===== config.mk =====
export PLATFORM = sky130hd
export DESIGN_NAME = keyword_lexer_tokenizer
export DESIGN_NICKNAME = d
export VERILOG_FILES = /design/src/sv/kll_pkg.sv /design/src/sv/kll_front.sv /design/src/sv/kll_queue.sv /design/src/sv/kll_back.sv /design/src/sv/keyword_lexer_tokenizer.sv
export SDC_FILE = /design/constraint.sdc
export NUM_CORES = 1
export LEC_CHECK = 0
export BUFFER_PORTS_ARGS = -buffer_cell sky130_fd_sc_hd__buf_4
export CELL_PAD_IN_SITES_DETAIL_PLACEMENT = 1
export CELL_PAD_IN_SITES_GLOBAL_PLACEMENT = 2
export CORE_AREA = 10 10 271 273
export CTS_CLUSTER_SIZE = 24
export DETAILED_ROUTE_END_ITERATION = 10
export DIE_AREA = 0 0 281 283
export GPL_TIMING_DRIVEN = 0
export PLACE_DENSITY = 0.87
export SLEW_MARGIN = 25
export SYNTH_ARGS = -nofsm -noshare
export SYNTH_HDL_FRONTEND = slang
export SYNTH_HIERARCHICAL = 1
export SYNTH_SLANG_ARGS = --single-unit

===== constraint.sdc =====
create_clock -name clock -period 7.53 [get_ports clock]
set_input_delay 0.753 -clock clock [delete_from_list [all_inputs] [get_ports clock]]
set_output_delay 0.753 -clock clock [all_outputs]
set_load 0.02 [all_outputs]

===== src/sv/kll_pkg.sv =====
// Shared types, constants and helpers for the keyword lexer tokenizer.
package kll_pkg;

   localparam int MATCH_CHARS = 8;
   localparam int OFFSET_BITS = 16;
   localparam int MATCH_BITS  = MATCH_CHARS * 8;

   localparam int QUEUE_DEPTH = 4;
   localparam int QPTR_BITS   = $clog2(QUEUE_DEPTH);

   localparam int KW_COUNT = 14;

   localparam int REQ_DATA_BITS  = 8;
   localparam int RSP_FIELD_BITS = 4 + OFFSET_BITS + 8 + 8 + 8;
   localparam int RSP_DATA_BITS  = ((RSP_FIELD_BITS + 7) / 8) * 8;

   typedef enum logic [2:0] {
      KIND_OP      = 3'd0,
      KIND_SEP     = 3'd1,
      KIND_INT     = 3'd2,
      KIND_REAL    = 3'd3,
      KIND_KEYWORD = 3'd4,
      KIND_IDENT   = 3'd5,
      KIND_UNKNOWN = 3'd6
   } kind_type;

   // one token record
   typedef struct packed {
      logic                   last;
      kind_type               kind;
      logic [3:0]             kw_index;
      logic [OFFSET_BITS-1:0] start;
      logic [7:0]             length;
      logic [7:0]             first_char;
      logic [7:0]             second_char;
   } rec_type;

   // all tokens raised by one input byte: one or two records
   typedef struct packed {
      logic    two;
      rec_type r0;
      rec_type r1;
   } entry_type;

   // keyword spellings, right aligned in 64 bits: first character in the highest used byte
   localparam logic [63:0] KW_LIT [KW_COUNT] = '{
      64'("int"), 64'("function"), 64'("bool"), 64'("real"), 64'("if"),
      64'("else"), 64'("fi"), 64'("return"), 64'("put"), 64'("get"),
      64'("while"), 64'("endwhile"), 64'("true"), 64'("false")
   };

   localparam logic [7:0] KW_LEN [KW_COUNT] = '{
      8'd3, 8'd8, 8'd4, 8'd4, 8'd2, 8'd4, 8'd2, 8'd6, 8'd3, 8'd3,
      8'd5, 8'd8, 8'd4, 8'd5
   };

   // keyword laid out as the match buffer holds it: byte j at bits [8j+7:8j], zero padded
   function automatic logic [MATCH_BITS-1:0] kw_text(input int k);
      logic [MATCH_BITS-1:0] t;
      int                    n;
      t = '0;
      n = int'(KW_LEN[k]);
      for (int j = 0; j < 8; j++) begin
         if (j < n) begin
            t[8*j +: 8] = KW_LIT[k][8*(n-1-j) +: 8];
         end
      end
      return t;
   endfunction

   function automatic logic is_space(input logic [7:0] c);
      return (c == 8'd32) || (c >= 8'd9 && c <= 8'd13);
   endfunction

   function automatic logic is_alpha(input logic [7:0] c);
      return (c >= "a" && c <= "z") || (c >= "A" && c <= "Z");
   endfunction

   function automatic logic is_digit(input logic [7:0] c);
      return c >= "0" && c <= "9";
   endfunction

   function automatic logic is_op(input logic [7:0] c);
      return c == "=" || c == "!" || c == ">" || c == "<" ||
             c == "*" || c == "/" || c == "-" || c == "+";
   endfunction

   function automatic logic is_sep(input logic [7:0] c);
      return c == "(" || c == ")" || c == "{" || c == "}";
   endfunction

endpackage


===== src/sv/kll_front.sv =====
// Scanner front end: tracks the open lexeme and builds the token records for each byte.
module kll_front
   import kll_pkg::*;
(
   input  logic                   clock,
   input  logic                   reset,
   input  logic                   fire,
   input  logic [7:0]             in_byte,
   input  logic                   in_last,
   output logic                   push,
   output entry_type              entry
);

   typedef enum logic [4:0] {
      MODE_IDLE   = 5'b00001,
      MODE_IDENT  = 5'b00010,
      MODE_NUMBER = 5'b00100,
      MODE_OP     = 5'b01000,
      MODE_SKIP   = 5'b10000
   } mode_type;

   mode_type               mode_ff,  mode_in;
   logic [MATCH_BITS-1:0]  buf_ff,   buf_in;
   logic [7:0]             len_ff,   len_in;
   logic                   dot_ff,   dot_in;
   logic [7:0]             pend_ff,  pend_in;
   logic [OFFSET_BITS-1:0] pos_ff,   pos_in;
   logic [OFFSET_BITS-1:0] start_ff, start_in;

   rec_type    recs [2];
   logic [1:0] cnt;
   logic       fresh;

   function automatic rec_type one_rec(input kind_type k, input logic [OFFSET_BITS-1:0] s,
                                       input logic [7:0] l, input logic [7:0] c1,
                                       input logic [7:0] c2);
      rec_type r;
      r.last        = 1'b0;
      r.kind        = k;
      r.kw_index    = 4'd0;
      r.start       = s;
      r.length      = l;
      r.first_char  = c1;
      r.second_char = c2;
      return r;
   endfunction

   // record for the lexeme that is open in mode m
   function automatic rec_type close_rec(input mode_type m, input logic [MATCH_BITS-1:0] b,
                                         input logic [7:0] l, input logic d,
                                         input logic [7:0] p,
                                         input logic [OFFSET_BITS-1:0] s);
      rec_type r;
      logic    found;
      r     = one_rec(KIND_IDENT, s, l, b[7:0], 8'd0);
      found = 1'b0;
      if (m == MODE_IDENT) begin
         for (int k = 0; k < KW_COUNT; k++) begin
            if (!found && l == KW_LEN[k] && b == kw_text(k)) begin
               found      = 1'b1;
               r.kind     = KIND_KEYWORD;
               r.kw_index = 4'(k);
            end
         end
      end else if (m == MODE_NUMBER) begin
         r.kind = d ? KIND_REAL : KIND_INT;
      end else begin
         r = one_rec(KIND_OP, s, 8'd1, p, 8'd0);
      end
      return r;
   endfunction

   always_comb begin
      mode_in  = mode_ff;
      buf_in   = buf_ff;
      len_in   = len_ff;
      dot_in   = dot_ff;
      pend_in  = pend_ff;
      start_in = start_ff;
      pos_in   = pos_ff + 1'b1;
      recs[0]  = '0;
      recs[1]  = '0;
      cnt      = 2'd0;
      fresh    = 1'b1;

      unique case (mode_ff)
         MODE_SKIP: begin
            if (in_byte == "]") begin
               mode_in = MODE_IDLE;
            end
            fresh = 1'b0;
         end
         MODE_OP: begin
            if (((pend_ff == "<" || pend_ff == ">") && in_byte == "=") ||
                (pend_ff == "=" && (in_byte == ">" || in_byte == "<"))) begin
               recs[0] = one_rec(KIND_OP, start_ff, 8'd2, pend_ff, in_byte);
               fresh   = 1'b0;
            end else begin
               recs[0] = close_rec(mode_ff, buf_ff, len_ff, dot_ff, pend_ff, start_ff);
            end
            cnt     = 2'd1;
            mode_in = MODE_IDLE;
         end
         MODE_IDENT, MODE_NUMBER: begin
            if (is_digit(in_byte) ||
                (mode_ff == MODE_IDENT && is_alpha(in_byte)) ||
                (mode_ff == MODE_NUMBER && in_byte == ".")) begin
               for (int j = 0; j < MATCH_CHARS; j++) begin
                  if (len_ff == 8'(j)) begin
                     buf_in[8*j +: 8] = in_byte;
                  end
               end
               if (len_ff != 8'hFF) begin
                  len_in = len_ff + 8'd1;
               end
               if (in_byte == ".") begin
                  dot_in = 1'b1;
               end
               fresh = 1'b0;
            end else begin
               recs[0] = close_rec(mode_ff, buf_ff, len_ff, dot_ff, pend_ff, start_ff);
               cnt     = 2'd1;
               mode_in = MODE_IDLE;
            end
         end
         MODE_IDLE: begin
         end
         default: begin
            mode_in = MODE_IDLE;
         end
      endcase

      if (fresh) begin
         if (is_space(in_byte)) begin
         end else if (is_alpha(in_byte) || is_digit(in_byte) || in_byte == ".") begin
            buf_in        = '0;
            buf_in[7:0]   = in_byte;
            len_in        = 8'd1;
            dot_in        = (in_byte == ".");
            start_in      = pos_ff;
            mode_in       = is_alpha(in_byte) ? MODE_IDENT : MODE_NUMBER;
         end else if (in_byte == "<" || in_byte == ">" || in_byte == "=") begin
            pend_in  = in_byte;
            start_in = pos_ff;
            mode_in  = MODE_OP;
         end else if (in_byte == "[") begin
            mode_in = MODE_SKIP;
         end else begin
            recs[cnt[0]] = one_rec(is_op(in_byte)  ? KIND_OP  :
                                   is_sep(in_byte) ? KIND_SEP : KIND_UNKNOWN,
                                   pos_ff, 8'd1, in_byte, 8'd0);
            cnt = cnt + 2'd1;
         end
      end

      // end of input: flush whatever is still open
      if (in_last) begin
         if (mode_in == MODE_IDENT || mode_in == MODE_NUMBER || mode_in == MODE_OP) begin
            recs[cnt[0]] = close_rec(mode_in, buf_in, len_in, dot_in, pend_in, start_in);
            cnt = cnt + 2'd1;
         end
         mode_in = MODE_IDLE;
      end
   end

   always_comb begin
      entry         = '0;
      entry.two     = cnt[1];
      entry.r0      = recs[0];
      entry.r1      = recs[1];
      entry.r0.last = !cnt[1];
      entry.r1.last = 1'b1;
      push          = fire && (cnt != 2'd0);
   end

   always_ff @(posedge clock) begin
      if (reset) begin
         mode_ff  <= MODE_IDLE;
         buf_ff   <= '0;
         len_ff   <= '0;
         dot_ff   <= 1'b0;
         pend_ff  <= '0;
         pos_ff   <= '0;
         start_ff <= '0;
      end else if (fire) begin
         mode_ff  <= mode_in;
         buf_ff   <= buf_in;
         len_ff   <= len_in;
         dot_ff   <= dot_in;
         pend_ff  <= pend_in;
         pos_ff   <= pos_in;
         start_ff <= start_in;
      end
   end

endmodule


===== src/sv/kll_queue.sv =====
// Short queue of per-byte token groups between scanner and output stage.
module kll_queue
   import kll_pkg::*;
(
   input  logic      clock,
   input  logic      reset,
   input  logic      push,
   input  entry_type push_entry,
   input  logic      pop,
   output entry_type head,
   output logic      empty,
   output logic      full
);

   // depth is a power of two, so the pointers wrap on their own
   entry_type            mem_ff [QUEUE_DEPTH];
   logic [QPTR_BITS-1:0] wr_ff, rd_ff;
   logic [QPTR_BITS:0]   cnt_ff;

   assign head  = mem_ff[rd_ff];
   assign empty = (cnt_ff == '0);
   assign full  = (cnt_ff == (QPTR_BITS+1)'(QUEUE_DEPTH));

   always_ff @(posedge clock) begin
      if (push) begin
         mem_ff[wr_ff] <= push_entry;
      end
   end

   always_ff @(posedge clock) begin
      if (reset) begin
         wr_ff  <= '0;
         rd_ff  <= '0;
         cnt_ff <= '0;
      end else begin
         if (push) begin
            wr_ff <= wr_ff + 1'b1;
         end
         if (pop) begin
            rd_ff <= rd_ff + 1'b1;
         end
         if (push && !pop) begin
            cnt_ff <= cnt_ff + 1'b1;
         end else if (pop && !push) begin
            cnt_ff <= cnt_ff - 1'b1;
         end
      end
   end

endmodule


===== src/sv/kll_back.sv =====
// Output stage: holds one token group and hands its records out one word at a time.
module kll_back
   import kll_pkg::*;
(
   input  logic      clock,
   input  logic      reset,
   input  entry_type head,
   input  logic      empty,
   output logic      pop,
   output logic      out_valid,
   input  logic      out_ready,
   output rec_type   out_rec
);

   entry_type cur_ff;
   logic      valid_ff;
   logic      sel_ff;
   logic      advance;
   logic      second_next;

   assign advance     = !valid_ff || out_ready;
   assign second_next = valid_ff && !sel_ff && cur_ff.two;
   assign pop         = advance && !second_next && !empty;
   assign out_valid   = valid_ff;
   assign out_rec     = sel_ff ? cur_ff.r1 : cur_ff.r0;

   always_ff @(posedge clock) begin
      if (pop) begin
         cur_ff <= head;
      end
   end

   always_ff @(posedge clock) begin
      if (reset) begin
         valid_ff <= 1'b0;
         sel_ff   <= 1'b0;
      end else if (advance) begin
         if (second_next) begin
            sel_ff <= 1'b1;
         end else begin
            sel_ff   <= 1'b0;
            valid_ff <= !empty;
         end
      end
   end

endmodule


===== src/sv/keyword_lexer_tokenizer.sv =====
// Top level of the keyword lexer tokenizer: scanner, token queue and output stage.
//
// Source text goes in one byte per word on the req_ side, with req_tlast set on the final
// byte; token records come out on the rsp_ side, one per word, with rsp_tlast on the last
// token caused by a given byte (a byte causes zero, one or two tokens). The scanner takes
// a byte every cycle while the four-entry token queue has room, and the output stage hands
// out one token per cycle, so a text runs at one byte per cycle except where bytes raising
// two tokens come faster than the output can drain them or the rsp_ side holds off; then
// the queue fills and req_tready drops until a group leaves it. A taken byte's tokens are
// written into the token queue and then loaded into the output stage's register before
// they show on rsp_. The byte position counter is OFFSET_BITS wide, wraps, and is not
// cleared by end of input.
module keyword_lexer_tokenizer
   import kll_pkg::*;
(
   input  logic                     clock,
   input  logic                     reset,
   input  logic                     req_tvalid,
   output logic                     req_tready,
   input  logic [REQ_DATA_BITS-1:0] req_tdata,   // [7:0] in_byte
   input  logic                     req_tlast,   // end_of_input
   output logic                     rsp_tvalid,
   input  logic                     rsp_tready,
   // keyword_index, start_offset, token_length, first_char, second_char, zero pad
   output logic [RSP_DATA_BITS-1:0] rsp_tdata,
   output logic [2:0]               rsp_tuser,   // token_kind
   output logic                     rsp_tlast    // last_of_run
);

   logic      req_fire;
   logic      q_push, q_pop, q_empty, q_full;
   entry_type q_in, q_head;
   rec_type   out_rec;

   // the scanner only stalls when the queue cannot take a group
   assign req_tready = !q_full;
   assign req_fire   = req_tvalid && req_tready;

   kll_front u_front (
      .clock   (clock),
      .reset   (reset),
      .fire    (req_fire),
      .in_byte (req_tdata[7:0]),
      .in_last (req_tlast),
      .push    (q_push),
      .entry   (q_in)
   );

   kll_queue u_queue (
      .clock      (clock),
      .reset      (reset),
      .push       (q_push),
      .push_entry (q_in),
      .pop        (q_pop),
      .head       (q_head),
      .empty      (q_empty),
      .full       (q_full)
   );

   kll_back u_back (
      .clock     (clock),
      .reset     (reset),
      .head      (q_head),
      .empty     (q_empty),
      .pop       (q_pop),
      .out_valid (rsp_tvalid),
      .out_ready (rsp_tready),
      .out_rec   (out_rec)
   );

   assign rsp_tdata = RSP_DATA_BITS'({out_rec.second_char, out_rec.first_char,
                                      out_rec.length, out_rec.start, out_rec.kw_index});
   assign rsp_tuser = out_rec.kind;
   assign rsp_tlast = out_rec.last;

   // a group is never written into a full queue
   assert property (@(posedge clock) disable iff (reset) q_push |-> !q_full)
      else $error("token group pushed into full queue");

   // keyword index is only carried by keywords
   assert property (@(posedge clock) disable iff (reset)
                    rsp_tvalid && rsp_tuser != KIND_KEYWORD |-> out_rec.kw_index == 4'd0)
      else $error("keyword index on non-keyword token");

   // only a two-byte operator carries a second character
   assert property (@(posedge clock) disable iff (reset)
                    rsp_tvalid && out_rec.second_char != 8'd0 |->
                    rsp_tuser == KIND_OP && out_rec.length == 8'd2)
      else $error("second character on a token that is not a two-byte operator");

   // the scanner only emits when a byte is taken
   assert property (@(posedge clock) disable iff (reset) q_push |-> req_fire)
      else $error("token group without an accepted byte");

endmodule

## Yosys cells after proc, flatten, opt, wreduce, memory -nomap -nowiden

Memory sizes are Yosys's and may differ from the RTL's. A register that Yosys moved wholly into a read port is not among the register bits.
Index checks and enable logic that the tools add are counted.

- Add/subtract/negate cells: 8
- Multipliers: 0
- Divide/modulo/power cells: 0
- $lt $le $gt $ge: 12
- Equal/unequal tests: 85
- Shift-type cells: 0
- Muxes and demuxes: 438
- Bitwise operators: 3
- Reductions and logical operators: 175

Operator list:

| cell | count |
|---|---|
| $mux 8 | 162 |
| $eq 64x32->1 | 12 |
| $eq 64x24->1 | 9 |
| $mux 96 | 5 |
| $eq 64x16->1 | 6 |
| $eq 64x40->1 | 6 |
| $eq 64x64->1 | 6 |
| $mux 64 | 5 |
| $mux 5 | 50 |
| $bwmux 96 | 2 |
| $eq 64x48->1 | 3 |
| $mux 95 | 2 |
| $mux 1 | 172 |
| $mux 48 | 3 |
| $eq 8x6->1 const B | 15 |
| $logic_and 1x1->1 | 99 |
| $demux 48 s1 | 2 |
| $mux 24 | 4 |
| $pmux 48 s2 | 1 |
| $mux 47 | 2 |
| $mux 40 | 2 |
| $mux 16 | 4 |
| $eq 8x3->1 const B | 7 |
| $logic_not 1->1 | 47 |
| other kinds (38) | 95 |

- Flip-flop bits (word level): 128
- Latch bits: 0
- RAM bits: 384
- Bits in read-only memories: 0
- Bits of input ports: 13
- Output and inout port bits: 54
- Word-level logic and storage cells: 735
- Memories: 1

Memory list:

| name | words | width | read ports | clocked after Yosys merged registers in | wr ports | line | source |
|---|---|---|---|---|---|---|---|
| u_queue.mem_ff | 4 | 96 | 1 | 1 | 1 | kll_queue.sv:16 | `entry_type mem_ff [QUEUE_DEPTH];` |

## Longest topological paths before layout

Gate-level depths: netlist of run 1.

- Depth after elaboration: 118
- Depth in mapped cells: 16

## Cells and area by module

The synthesis of run 1 kept the hierarchy.

By module, submodules not included:

| module | instances | cells an instance | area each (um^2) | seq. area each (um^2) |
|---|---|---|---|---|
| kll_queue | 1 | 551 | 14,413.8 | 11,831.3 |
| kll_front | 1 | 1,321 | 9,431.5 | 2,362.3 |
| kll_back | 1 | 161 | 3,793.6 | 2,952.8 |
| keyword_lexer_tokenizer | 1 | 7 | 43.8 | 0.0 |

## Worst setup path after synthesis of run 1

No wires, ideal clock.

- Kind: input port to flip-flop
- Start point: input rsp_tready
- End point: register u_queue.cnt_ff[2]
- Arrival: 6.996 ns
- Data required time: 7.460 ns
- Slack: 0.464 ns
- Cell stages on the path: 9
- Cells stage by stage: o21ai_1 > a21oi_1 > inv_1 > ha_1 > inv_1 > fa_1 > xor2_1 > or3_1 > a21oi_1

- Longest elaborated chain between the ends: 6
- Elaborated cells between the ends (all ways): 8
- Classes of those cells: mux (1); reduce/logical (7)

RTL lines:

| item | line | source |
|---|---|---|
| start: declaration | keyword_lexer_tokenizer.sv:23 | `input logic rsp_tready,` |
| $logic_or 1x1->1 * | kll_back.sv:21 | `assign advance = !valid_ff \|\| out_ready;` |
| $logic_and 1x1->1 * (2 in series) | kll_back.sv:23 | `assign pop = advance && !second_next && !empty;` |
| via q_pop | keyword_lexer_tokenizer.sv:31 | `logic q_push, q_pop, q_empty, q_full;` |
| $logic_not 1->1 | kll_queue.sv:42 | `if (push && !pop) begin` |
| $logic_and 1x1->1 | kll_queue.sv:42 |  |
| $mux 3 / $reduce_bool 2->1 (equally long branches) | - |  |
| end signal: assignment | kll_queue.sv:43 | `cnt_ff <= cnt_ff + 1'b1;` |
| end signal: assignment | kll_queue.sv:45 | `cnt_ff <= cnt_ff - 1'b1;` |
| end: declaration | kll_queue.sv:18 | `logic [QPTR_BITS:0] cnt_ff;` |

The timed path passes the listed nets; every way through them passes the cells marked *.
A chain may end at the register's enable or synchronous reset.

## Final worst setup path of run 1

- Start point: input req_tdata[2]
- End point: memory u_queue/mem_ff[1][88] (netlist bit) (data pin)

- Longest elaborated chain between the ends: 111
- Elaborated cells between the ends (all ways): 227
- Classes of those cells: add/sub (1); order compare (12); eq/ne (30); mux (121); bitwise (2); reduce/logical (61)

RTL lines:

| item | line | source |
|---|---|---|
| start: declaration | keyword_lexer_tokenizer.sv:20 | `input logic [REQ_DATA_BITS-1:0] req_tdata,` |
| $ge 8x7->1 / $le 8x7->1 (equally long branches) | kll_pkg.sv:76 | `return (c >= "a" && c <= "z") \|\| (c >= "A" && c <= "Z");` |
| $logic_and 1x1->1 | kll_pkg.sv:76 |  |
| $logic_or 1x1->1 | kll_pkg.sv:76 |  |
| $logic_and 1x1->1 | kll_front.sv:106 | `(mode_ff == MODE_IDENT && is_alpha(in_byte)) \|\|` |
| $logic_or 1x1->1 | kll_front.sv:105 | `if (is_digit(in_byte) \|\|` |
| $logic_or 1x1->1 | kll_front.sv:106 |  |
| $mux 64 / $mux 8 (equally long branches) | kll_front.sv:105 |  |
| $mux 64 / $mux 8 (equally long branches) | kll_front.sv:86 | `unique case (mode_ff)` |
| [... 94 more ...] | - |  |
| $logic_and 1x1->1 (2 in series) | kll_front.sv:59 | `if (!found && l == KW_LEN[k] && b == kw_text(k)) begin` |
| $mux 5 | kll_front.sv:59 |  |
| $mux 7 | kll_front.sv:57 | `if (m == MODE_IDENT) begin` |
| $mux 7 | kll_front.sv:158 | `if (mode_in == MODE_IDENT \|\| mode_in == MODE_NUMBER \|\| mode_in == MODE_OP) begin` |
| $mux 7 | kll_front.sv:157 | `if (in_last) begin` |
| $bwmux 96 | kll_front.sv:159 | `recs[cnt[0]] = close_rec(mode_in, buf_in, len_in, dot_in, pend_in, start_in);` |
| $mux 95 | kll_front.sv:158 |  |
| $mux 95 * | kll_front.sv:157 |  |
| end: declaration | kll_queue.sv:16 |  |

Every way passes the cells marked *; elsewhere a longest branch is shown, timed or not. The select of a mux whose other input is x is not followed.

==> results of run 1 <==
-- kinds of logic (layout without fill, tap and decap cells) --
kind of cell	count (synthesis)	in the layout	share of synthesized area, %
mux	195	195	12.34
compound gates	324	324	7.833
buf+inv	167	366	3.168
other cells	3	28	0.04068
flops	614	614	61.94
fa+ha+maj	12	12	0.5695
xor+xnor	18	18	0.5695
simple gates	707	707	13.54
-- sequential cells by signal, summed over array words and instances, names as in the netlist, named ones only --
register          cells
u_front/len_ff        8
u_queue/mem_ff      388
u_back/sel_ff         1
u_front/buf_ff       64
u_front/pos_ff       16
u_front/pend_ff       8
u_front/mode_ff       5
u_back/cur_ff        97
u_back/out_valid      1
u_queue/rd_ff         2
u_queue/wr_ff         2
u_front/dot_ff        1
u_front/start_ff     16
u_queue/cnt_ff        3
-- power breakdown --
part           switching (W)  internal (W)
logic                0.00127       0.00102
registers           0.000199       0.00429
clock network        0.00143       0.00193
-- critical path, stage by stage --
cell      delay (ns)
buf_4           0.12
clkbuf_1        0.49
o21ai_0         0.26
a211oi_1        0.40
o211ai_1        0.37
a21oi_1         0.46
buf_2           0.44
buf_1           0.64
clkbuf_1        0.74
nor3_1          0.30
nand2_1         0.13
o311ai_0        0.13
nor4b_1         0.57
o22ai_1         0.42
-- final cells by class --
type	count	area, um^2
Antenna cell	2	5.005
Buffer	144	790.8
Clock buffer	89	1799
Clock inverter	35	459.2
Fill cell	6848	36120
Inverter	23	86.33
Multi-Input combinational cell	1282	9773
Sequential cell	614	17150
Tap cell	882	1104
Timing Repair Buffer	75	820.8
-- cell usage in the layout, fill, tap and decap left out, drive strengths merged, types with 7 or more instances in the layout --
cell,instances
a211oi,9
a21oi,67
a22o,20
a22oi,59
a31oi,9
and2,28
and3,32
and3b,10
and4,7
buf,147
clkbuf,161
clkinv,24
conb,26
dfxtp,129
edfxtp,485
ha,11
inv,25
mux2,57
mux2i,41
mux4,97
nand2,119
nand2b,16
nand3,58
nand3b,8
nand4,33
nor2,210
nor2b,35
nor3,47
nor4,26
nor4b,13
o211ai,10
o21ai,82
o31ai,8
or2,7
or3,21
or4,15
xnor2,7
xor2,11
-- per-stage QoR --
step	cells	total power [W]	area, um^2	setup slack, ns
floorplan	2063	0.005899	27770	0.4639
global placement	3006	0.006698	29330	-2.911
detailed placement	3020	0.006823	29720	1.166
CTS	3144	0.01024	31980	1.775
global route	3144	0.01050	31980	1.544
finish	3146	0.01013	31980	1.502
-- how the worst max path moves through the flow --
stage | from | to | slack [ns] | cells after the start
after global placement | rsp_tready | u_queue/cnt_ff[2] | -2.91 | 10
after floorplan | rsp_tready | u_queue/cnt_ff[2] | 0.46 | 9
final | req_tdata[2] | u_queue/mem_ff[1][88] | 1.50 | 14
after detailed placement | req_tdata[2] | u_queue/mem_ff[2][88] | 1.17 | 14
after CTS | req_tdata[2] | u_queue/mem_ff[1][88] | 1.77 | 14
after global routing | req_tdata[2] | u_queue/mem_ff[3][88] | 1.54 | 14
-- metal layers --
layer	share of wire (%)	vias up
met3	5.3	142
met2	51	692
met5	0	-
li1	-	8205
met4	2.9	0
met1	41	9999
==> results_dict.tcl, run 1 <==
set metrics [dict create \
    synth_top_area_share_pct 52.61 \
    drt_wl_total_um 95560 \
    yosysSeqAreaShare_pct 61.94 \
    cts-root-buf "clkbuf_16" \
    synth_area_um2 27680 \
    h-tree-depth 3 \
    timing.hold.ws_ns 0.3694 \
    viasPerCell 6.051 \
    grtUsageMet3_pct 3.124 \
    rr_worst_depth 12 \
    met1_usage_pct 30.04 \
    yosysMostFrequentCell "edfxtp_1" \
    grt_max_degree 43 \
    cp_max_fo 10 \
    yosysWarnings 6 \
    antenna_found_initial 1 \
    port_buffers 61 \
    cts_resized 0 \
    power.leakage_nw 10.84 \
    ys.flop_type "edfxtp_1" \
    finalSetupViolCount 0 \
    synth-seq-cells 614 \
    hold_depth 2 \
    cp.required_ns 7.75 \
    synth_cells 2040 \
    synth_area_leaders "edfxtp_1 (53%), dfxtp_1 (9.3%), mux4_2 (7.9%)" \
    yosysTopAreaCell "edfxtp_1" \
    status "finished clean" \
    post-route-min-period_ns 6.028 \
    initial_core_util_pct 40.65 \
    powerDensity_nw_per_um2 316.9 \
    syn2layout_area_growth_pct 15.54 \
    grt_pass1_wl_um 140500 \
    grt_use_total_pct 23.71 \
    drive_gt1_share_pct 19.19 \
    cts_tree "built" \
    routedWlPerCell_um 30.37 \
    synth_commonest_cells "edfxtp_1 (485), nor2_1 (208), dfxtp_1 (129)" \
    hpwl_um 66930 \
    ys_types 95 \
    grt_pass1_vias 20231 \
    cp-start-kind "input port" \
    clkTransAtPathRegs_ns 0.06 \
    critPathKind "input port to flop" \
    cap_violations 0 \
    post-cts-setup-buffers 0 \
    hold_violations 0 \
    coreArea_um2 68110 \
    fin_nets 2232 \
    cts_hold_buffers 0 \
    rows 96 \
    end_kind "flop" \
    r2r_end "u_queue/mem_ff[1][88]" \
    place_congestion 0.9836 \
    io_pins 67 \
    dr.pass1.iters 6 \
    synthArstFlopShare_pct 0 \
    cts.sinks 614 \
    skew_ns 0.04435 \
    r2r_slack_ns 1.71 \
    worst_pin_slew_ns 1.089 \
    rsz0062_at_grt "false" \
    slew_violations 0 \
    clk_latency_ns 0.64 \
    timing.fmax_mhz 165.9 \
    synth_area_per_cell_um2 13.57 \
    num_vias 19038 \
    ant_nets 0 \
    cts_max_path_buffers 3 \
    ir_drop_uv 267.3 \
    min-delay-path-class "input port to flop" \
    top_usage_layer "met2" \
    period_share_pct 80.06 \
    cts_made_buffers 67 \
    critPathArrivalTime_ns 6.25 \
    die_x_um 281 \
    synth_edf_count 485 \
    setup_tns_ns 0 \
    use_met2_pct 41.27 \
    slew_headroom_pct 27.38 \
    die_h_um 283 \
    drc 0 \
    final_util_pct 46.96 \
    min_from "reset" \
    hold_end "u_back/out_valid" \
    worstReg2RegStart "u_front/mode_ff[0]" \
    die_area_um2 79520 \
    gr-total-overflow 0 \
    drt_iter0_drc 1714 \
]
Note: power is estimated with default switching activity, not from simulation.
==> run 2: changes to the inputs <==
Settings changed: ABC_AREA set to 1, CORE_AREA 10 10 271 273 to 10 10 277 279, DIE_AREA 0 0 281 283 to 0 0 287 289, PLACE_DENSITY 0.87 to 0.91.
Clock period 7.53 ns to 6 ns, I/O delays scaled along.
==> run 2 against run 1 <==
Compared with the run above: non-clock buffer count increased by 38; global-route usage grew 2.1 points; die area up 4.3%; combinational power grew 78%; sequential share of layout area shrank 1.9 points; worst setup slack worse by 0.51 ns; register-to-register slack worse by 0.72 ns; power increased by 41%; first-iteration DRC count is 36% higher; cell area grew 3.7%; largest power group unchanged.
==> results_dict.tcl, run 2 <==
set metrics [dict create \
    grt_use_total_pct 25.86 \
    p_sw_share_pct 35.53 \
    cts_made_buffers 69 \
    synth_commonest_cells "nand2_1 (579), edfxtp_1 (485), nor2_1 (407)" \
    yosysSeqAreaShare_pct 59.29 \
    viasPerCell 5.776 \
    path_delay_family "buffers and inverters" \
    synth-seq-cells 614 \
    skew_ns 0.02960 \
    synth_area_um2 28920 \
    p_int_w 0.009209 \
    yosysTopAreaCell "edfxtp_1" \
    synth_cells 3072 \
    drt_iter0_drc 2326 \
    io_pins 67 \
    hold_violations 0 \
    final_cell_area_um2 33160 \
    clkTransAtPathRegs_ns 0.06 \
    h-tree-depth 3 \
    crit_chain "nor2_1 -> nand4_1 -> nand2_4 -> buf_4 -> buf_2 -> nand2_1 -> o22ai_1 -> nor2_1 -> nand2_1 -> inv_2 -> o21ai_0 -> o21ai_0 -> inv_1 -> nand2_1 -> inv_6 -> buf_16" \
    dr.pass1.iters 6 \
    cts-root-buf "clkbuf_16" \
    yosysWarnings 6 \
    antenna_found_initial 0 \
    cp_max_fo 57 \
    top_regs "u_queue/mem_ff: 388 flops, u_back/cur_ff: 97 flops, u_front/buf_ff: 64 flops" \
    diodes 0 \
    ys_types 62 \
    die_h_um 289 \
    cpMaxStageDelayCell "inv_6" \
    ant_nets 0 \
    critPathArrivalTime_ns 5.27 \
    synthArstFlopShare_pct 0 \
    power.leakage_nw 12.40 \
    setup_ws_ns 0.9882 \
    die_area_um2 82940 \
    worst_pin_slew_ns 1.146 \
    syn2layout_area_growth_pct 14.67 \
    fill_cells 8104 \
    drc 0 \
    cp.required_ns 6.26 \
    grt_pass1_wl_um 162600 \
    post-cts-setup-buffers 0 \
    grt_max_degree 82 \
    clk_latency_ns 0.62 \
    post-route-min-period_ns 5.012 \
    yosysMostFrequentCell "nand2_1" \
    layout_commonest_cell "nand2_1" \
    cts_hold_buffers 0 \
    fin_nets 3261 \
    p_switching_w 0.005075 \
    max_stage_delay_ns 0.50 \
    gr-total-overflow 0 \
    synth_top_area_share_pct 50.36 \
    min-delay-path-class "input port to flop" \
    rsz0062_at_grt "false" \
    drive_gt1_share_pct 10.73 \
    cts_tree "built" \
    grt_pass1_vias 25654 \
    synth_area_per_cell_um2 9.413 \
    timing.fmax_mhz 199.5 \
    placed_area_um2 30910 \
    coreArea_um2 71120 \
    initial_core_util_pct 40.66 \
    largest-register "u_queue/mem_ff" \
    die_x_um 287 \
    place_congestion 0.9726 \
    clkPwrFrac_pct 29.9 \
    layout_common_cells "nand2_1 (579), edfxtp_1 (485), nor2_1 (406)" \
    num_vias 24483 \
    slew_violations 0 \
    synth_edf_count 485 \
    status "finished clean" \
    cap_violations 0 \
    end_kind "flop" \
    ys.flop_type "edfxtp_1" \
    cts.sinks 614 \
    finalSetupViolCount 0 \
    pwr-share-comb_pct 28.6 \
    hpwl_um 78960 \
    drt_wl_total_um 109800 \
    routedWlPerCell_um 25.90 \
    critPathKind "flop to flop" \
    powerDensity_nw_per_um2 430.7 \
    pwr-share-seq_pct 41.5 \
    post-place-ws_ns 0.9294 \
    slew_headroom_pct 22.87 \
    cts_max_path_buffers 3 \
    period_share_pct 83.53 \
    ir_drop_uv 294.5 \
    synth_area_leaders "edfxtp_1 (50%), dfxtp_1 (8.9%), nand2_1 (7.5%)" \
    cts_resized 0 \
    cp-start-kind "flop" \
    largest_reg_flops 388 \
    port_buffers 61 \
    crit_buf_inv 6 \
    cpMostUsedCell "nand2_1" \
    rows 98 \
    power_w 0.01428 \
]
-- run 2: changes by cell type in the layout (fill, tap and decap cells not counted), moves of 95 or more --
cell | previous run | this run
mux4_2 | 97 | 0
nand2_1 | 119 | 579
o22ai_1 | 6 | 101
nor2_1 | 208 | 406
inv_1 | 22 | 247
o21ai_0 | 67 | 282
-- run 2: final cells by class --
cell class	instances	area, um^2	area share, %
Sequential cell	614	17150	51.71
Multi-Input combinational cell	2024	9753	29.41
Buffer	187	1094	3.298
Clock buffer	82	1785	5.384
Clock inverter	42	466.7	1.407
Tap cell	950	1189	3.584
Inverter	270	1044	3.147
Timing Repair Buffer	70	683.2	2.060
-- run 2: cell families after synthesis --
logic type | synth area share, %
muxes | 0.03462
xor gates and xnor gates | 0.06059
and+or+nand+nor | 19.98
AOI/OAI and AO/OA | 12.74
buffers and inverters | 7.304
other | 0.03894
adders and majority gates | 0.5452
DFF | 59.29
-- run 2: worst paths after layout --
kind                 startpoint               endpoint  slack [ns]  depth (start not counted)
max          u_front/mode_ff[3]  u_queue/mem_ff[1][19]        0.99                         16
min                       reset      u_queue/cnt_ff[0]        0.23                          2
max reg2reg  u_front/mode_ff[3]  u_queue/mem_ff[1][19]        0.99                         16
min reg2reg    u_queue/rd_ff[1]                   flop        0.48                          1
-- run 2: layer usage --
metal  GRT usage, %  up-vias  share of wire [%]
li1               -    11016                  -
met1          31.06    12256                 40
met2          45.16      958                 49
met3          3.455      253                5.9
met4          12.92        0                5.0
met5              0        -                  0
-- run 2: power groups by stage --
stage | registers, W | clock network [W] | logic [W]
floorplan | 0.00589 | 0 | 0.00230
global placement | 0.00605 | 0 | 0.00368
detailed placement | 0.00600 | 0 | 0.00402
CTS | 0.00593 | 0.00434 | 0.00407
global route | 0.00599 | 0.00451 | 0.00439
finish | 0.00593 | 0.00427 | 0.00408
-- run 2: metrics by stage --
step,hold WS [ns],setup TNS (ns),utilization [%],instances
finish,0.2332,0,46.63,4239
global route,0.2184,0,46.63,4239
CTS,0.2079,0,46.63,4239
detailed placement,0.4810,0,43.46,4115
global placement,0.4296,-635.23,43.10,4106
floorplan,0.4115,0,-,3095
